`config.mk`:
```
export PLATFORM = sky130hd
export DESIGN_NAME = rvx_front
export DESIGN_NICKNAME = d
export VERILOG_FILES = /design/src/sv/rvx_pkg.sv /design/src/sv/rvx_front.sv
export SDC_FILE = /design/constraint.sdc
export NUM_CORES = 1
export LEC_CHECK = 0
export BUFFER_PORTS_ARGS = -buffer_cell sky130_fd_sc_hd__buf_2
export CAP_MARGIN = 20
export CORE_ASPECT_RATIO = 1.75
export CORE_UTILIZATION = 47
export DETAILED_ROUTE_END_ITERATION = 16
export GPL_TIMING_DRIVEN = 0
export HOLD_SLACK_MARGIN = 0.12
export PLACE_DENSITY = 0.81
export SKIP_LAST_GASP = 1
export SYNTH_ARGS = -nofsm -noshare
export SYNTH_HDL_FRONTEND = slang
export SYNTH_SLANG_ARGS = --single-unit
```
`constraint.sdc`:
```
create_clock -name clk -period 5.1 [get_ports clk]
set_clock_uncertainty 0.1 [all_clocks]
set_input_delay 0.255 -clock clk [delete_from_list [all_inputs] [get_ports clk]]
set_output_delay 0.255 -clock clk [all_outputs]
set_load 0.05 [all_outputs]
```
`src/sv/rvx_pkg.sv`:
```
// Shared types, operation codes and constants for the RV32IM execute unit.
package rvx_pkg;
	localparam int unsigned REG_COUNT_DEF = 32;
	localparam int unsigned XLEN = 32;
	localparam logic [31:0] PC_STEP = 32'd4;

	typedef enum logic [4:0] {
		OP_ADD = 5'd0, OP_SUB = 5'd1, OP_SLL = 5'd2, OP_SLT = 5'd3, OP_SLTU = 5'd4,
		OP_XOR = 5'd5, OP_SRL = 5'd6, OP_SRA = 5'd7, OP_OR = 5'd8, OP_AND = 5'd9,
		OP_MUL = 5'd10, OP_MULH = 5'd11, OP_MULHSU = 5'd12, OP_MULHU = 5'd13,
		OP_DIV = 5'd14, OP_DIVU = 5'd15, OP_REM = 5'd16, OP_REMU = 5'd17,
		OP_LUI = 5'd18, OP_AUIPC = 5'd19, OP_JAL = 5'd20, OP_JALR = 5'd21,
		OP_BEQ = 5'd22, OP_BNE = 5'd23, OP_BLT = 5'd24, OP_BGE = 5'd25,
		OP_BLTU = 5'd26, OP_BGEU = 5'd27, OP_FENCE = 5'd28
	} op_t;

	typedef enum logic [1:0] {
		CLS_SIMPLE = 2'd0,
		CLS_MUL = 2'd1,
		CLS_DIV = 2'd2
	} cls_t;

	typedef struct packed {
		logic [4:0] mode;
		cls_t cls;
		logic use_imm;
		logic [4:0] dest_index;
		logic [4:0] src1_index;
		logic [4:0] src2_index;
		logic [31:0] immediate;
		logic [31:0] pc_value;
	} uop_t;
endpackage

```
`src/sv/rvx_front.sv`:
```
// Front end: accepts decoded instructions, classifies them and holds a two-entry queue.
module rvx_front import rvx_pkg::*; (
	input logic clk,
	input logic arst_n,
	input logic in_valid,
	output logic in_ready,
	input logic [4:0] mode,
	input logic use_imm,
	input logic [4:0] dest_index,
	input logic [4:0] src1_index,
	input logic [4:0] src2_index,
	input logic [31:0] immediate,
	input logic [31:0] pc_value,
	output logic q_valid,
	input logic q_ready,
	output uop_t q_uop
);
	uop_t mem_q [2];
	logic wp_q, rp_q;
	logic [1:0] cnt_q;
	uop_t u;
	logic push, pop;

	always_comb begin
		u.mode = mode;
		u.use_imm = use_imm;
		u.dest_index = dest_index;
		u.src1_index = src1_index;
		u.src2_index = src2_index;
		u.immediate = immediate;
		u.pc_value = pc_value;
		if (mode >= OP_MUL && mode <= OP_MULHU) begin
			u.cls = CLS_MUL;
		end else if (mode >= OP_DIV && mode <= OP_REMU) begin
			u.cls = CLS_DIV;
		end else begin
			u.cls = CLS_SIMPLE;
		end
	end

	assign in_ready = cnt_q != 2'd2;
	assign q_valid = cnt_q != 2'd0;
	assign q_uop = mem_q[rp_q];
	assign push = in_valid && in_ready;
	assign pop = q_valid && q_ready;

	always_ff @(posedge clk) begin
		if (push) begin
			mem_q[wp_q] <= u;
		end
	end

	always_ff @(posedge clk or negedge arst_n) begin
		if (!arst_n) begin
			wp_q <= 1'b0;
			rp_q <= 1'b0;
			cnt_q <= 2'd0;
		end else begin
			if (push) wp_q <= !wp_q;
			if (pop) rp_q <= !rp_q;
			cnt_q <= cnt_q + {1'b0, push} - {1'b0, pop};
		end
	end

	assert property (@(posedge clk) disable iff (!arst_n) cnt_q <= 2'd2)
		else $error("queue count overflow");
	assert property (@(posedge clk) disable iff (!arst_n) (cnt_q == 2'd0) |-> !pop)
		else $error("pop from empty queue");
	assert property (@(posedge clk) disable iff (!arst_n)
		(push && !pop) |=> cnt_q == $past(cnt_q) + 2'd1)
		else $error("queue count did not grow on push");
endmodule

```
-- Word level (Yosys, flattened, before mapping)
Memory sizes are Yosys's and may differ from the RTL's.
Index checks and enable logic that the tools add are counted.
- bits in registers: 4
- memory bits (writable): 174
- memories kept: 1
- memory list (name ; words ; bits a word ; read ports ; clocked after Yosys merged registers in ; wr ports ; line ; RTL):
    mem_q ; 2 ; 87 ; 1 ; 0 ; 1 ; rvx_front.sv:18 ; uop_t mem_q [2];
- $add $sub $neg: 2
- magnitude comparators: 4
- eq/ne operators: 1
- mux-type cells: 4
- reductions and logical operators: 7
- operators with widths (kind ; number):
    $ge 5x4->1 const B ; 2
    $le 5x4->1 const B ; 1
    $le 5x5->1 const B ; 1
    $logic_and 1x1->1 ; 4
    $mux 2 ; 2
    $add 2x1->2 ; 1
    $logic_not 1->1 ; 2
    $mux 1 ; 2
    $ne 2x2->1 const B ; 1
    $reduce_bool 2->1 ; 1
    $sub 2x1->2 ; 1

-- Longest topological paths before layout
- depth in word-level cells: 4
- depth in mapped cells: 7
- gate-level depth less buffers: 7

-- Worst setup path before layout
OpenSTA, ideal clock, no wires.
- path kind: reg-to-reg
- start: register cnt_q[0]
- end: memory mem_q[0][0] in the netlist's numbering (enable)
- arrival time: 4.649 ns
- slack: -0.183 ns
- stages on the path, launching flop included: 4
- clock period less this slack: 5.283 ns
- path through: dfrtp_1 -> nand2b_1 -> nand2_1 -> nor2_1
- word-level cells in the longest chain between the ends: 4
- RTL lines (element ; line ; RTL):
    start: declaration ; rvx_front.sv:20 ; logic [1:0] cnt_q;
    start signal: assignment ; rvx_front.sv:61 ; cnt_q <= cnt_q + {1'b0, push} - {1'b0, pop};
    $ne 2x2->1 ; rvx_front.sv:41 ; assign in_ready = cnt_q != 2'd2;
    named net in_ready ; rvx_front.sv:6 ; output logic in_ready,
    $logic_and 1x1->1 ; rvx_front.sv:44 ; assign push = in_valid && in_ready;
    $mux 1 ; rvx_front.sv:48 ; if (push) begin
    $mux 1 (implied by the code) ; rvx_front.sv:49 ; mem_q[wp_q] <= u;
    end: declaration ; rvx_front.sv:18 ;
The timed path passes the listed nets, and every way through them passes these cells.

==> impl_metrics.ini <==
[yosys]
netlist_instances = 293
synthesis.area_sq_um = 6590
ys_ff_latch = 178
ys_types = 19
yosysSeqAreaShare = 0.808
synth_nets = 384
synth_area_per_cell_sq_um = 22.5
yosysWarnings = 0

[routing]
vias = 3764
drcViolationCount = 0
dr.pass1.iters = 5
avgViaCountPerCell = 4.89
first_iter_violations = 157
routedWlPerCell_um = 17.4
ant_nets = 0
drt_wl_total_um = 13400

[floorplanning]
dieArea_sq_um = 14500
num_rows = 56
die-width_um = 91.5
fp.dieH_um = 159
start_util = 0.487
core_sq_um = 13500
ios = 178

[setup_path]
crit_arrival_ps = 1780
crit_type = reg2out
cp_max_fo = 10
start_kind = flop
worstSetupEndpointType = primary output
crit_required_ps = 4740

[sta]
worstMarginPinSlew_ps = 884
max_slew_margin = 0.409
fin_tns_setup_ps = 0
final-setup-viol-count = 0
finalCritPeriodShare = 0.418
finalHoldViolations = 0
fmax_mhz = 469
drv_slew = 0
period_needed_ps = 2130
finalWorstSetupSlack_ps = 2970
rsz0062_at_grt = no

[placed_design]
dp_hpwl_um = 8220
place_ws_ps = 2960
portBuffers = 177
gp_congestion = 0.703

[cts]
cts_tree = done
clk_latency_ps = 420
htree_levels = 4
clk_pin_slew_worst_paths_ps = 70
clock_path_buffers = 2
numCtsBuffers = 17
post_cts_buffers = 0
clock-root-buffer = clkbuf_16
cts_resized = 0
numClockSinks = 178
hold_buffers = 89

[global_route]
antenna_found_initial = 1
grt_pass1_wl_um = 20200
overflow = 0
grt.total_usage = 0.189
grt_pass1_vias = 4061
grt_max_degree = 47

[pwr]
leakagePower_uw = 0.00360
vdd_drop_max_mv = 0.501
power_density_nw_per_um2 = 638

[cells_and_area]
seq_area_sq_um = 5330
syn_to_final_growth_pct = 40.8
multi_input_area_sq_um = 1200
nNetsFinal = 672
fillers = 850
layout_common_cells = buf_2, edfxtp_1, dlygate4sd3_1
final_layout_size_suffix_gt1_frac = 0.525
mostFrequentLayoutCell = buf_2

[min_path]
holdCritPathClass = reg2reg

[run]
drv_cap = 0

[outcome]
status = finished, final reports clean
[cells in the mapped netlist]
master / instances / area share
and2_1: 1 / 0.00095
and3_1: 1 / 0.00095
buf_2: 6 / 0.0046
buf_6: 4 / 0.0068
dfrtp_1: 4 / 0.015
edfxtp_1: 174 / 0.79
ha_1: 2 / 0.0038
inv_1: 1 / 0.00057
mux2_2: 67 / 0.11
mux2_4: 20 / 0.046
nand2_1: 2 / 0.0011
nand2b_1: 1 / 0.00095
nand4b_1: 1 / 0.0013
nor2_1: 1 / 0.00057
nor3b_1: 1 / 0.0011
or2_2: 1 / 0.00095
or4b_1: 1 / 0.0015
xnor2_1: 4 / 0.0053
xor2_1: 1 / 0.0013
[final timing paths]
path                                     from  slack (ps)  depth (start not counted)                      to
max                          rp_q$_DFFE_PN0P_        2970                          5               q_uop[54]
min                        cnt_q[1]$_DFF_PN0_         400                          1      cnt_q[1]$_DFF_PN0_
max reg2reg                cnt_q[1]$_DFF_PN0_        2970                          4  mem_q[0][32]$_DFFE_PP_
min reg2reg                cnt_q[1]$_DFF_PN0_         400                          1      cnt_q[1]$_DFF_PN0_
max in group asynchronous              arst_n        4080                          3        rp_q$_DFFE_PN0P_
min in group asynchronous              arst_n         640                          3        wp_q$_DFFE_PN0N_
[where the power goes]
part | internal (uW) | leakage, uW | switching (uW)
combinational | 759 | 0.00163 | 1760
sequential | 2000 | 0.00166 | 81.6
clock | 710 | 0.000301 | 603
[worst max-delay path, stage by stage, from the launching register on]
cell	delay (ps)
dfrtp_1	340
buf_6	130
buf_6	170
buf_6	190
mux2_4	320
buf_2	210
[flip-flops by register name, summed over array words and instances (netlist names)]
name   flops
cnt_q      2
rp_q       1
wp_q       1
mem_q    174
[layout make-up]
type                            count  area share
Antenna cell                        1    0.000270
Buffer                             10     0.00809
Clock buffer                       17      0.0459
Clock inverter                     15      0.0198
Inverter                            1    0.000405
Multi-Input combinational cell    104       0.129
Sequential cell                   178       0.574
Tap cell                          174      0.0235
Timing Repair Buffer              269       0.199
[kinds of logic (layout without fill, tap and decap cells)]
group / Yosys count / count (layout) / share of synthesized area
fa+ha+maj: 2 / 2 / 0.00380
buf+inv: 11 / 312 / 0.0120
mux: 87 / 87 / 0.160
other cells: 0 / 1 / 0
simple gates: 10 / 10 / 0.00950
flops: 178 / 178 / 0.808
xor+xnor: 5 / 5 / 0.00664
[layer usage]
layer | global-route usage | wire, um | vias to the layer above
met1 | 0.196 | 4760 | 1859
met3 | 0.0492 | 646 | 22
li1 | - | - | 1742
met4 | 0.0922 | 265 | 0
met2 | 0.351 | 7730 | 141
met5 | 0 | 0 | -
[per-stage QoR]
stage	instances	hold WS (ps)	area (sq um)	util	power [uW]
finish	769	403	9280	0.686	5920
CTS	768	414	9270	0.686	5950
detailed placement	647	-28.8	7770	0.575	4580
global route	769	437	9280	0.686	6130
global placement	644	-34.9	7700	0.569	4520
floorplan	293	-141	6590	-	4050
Power figures use the tool's default switching activity.
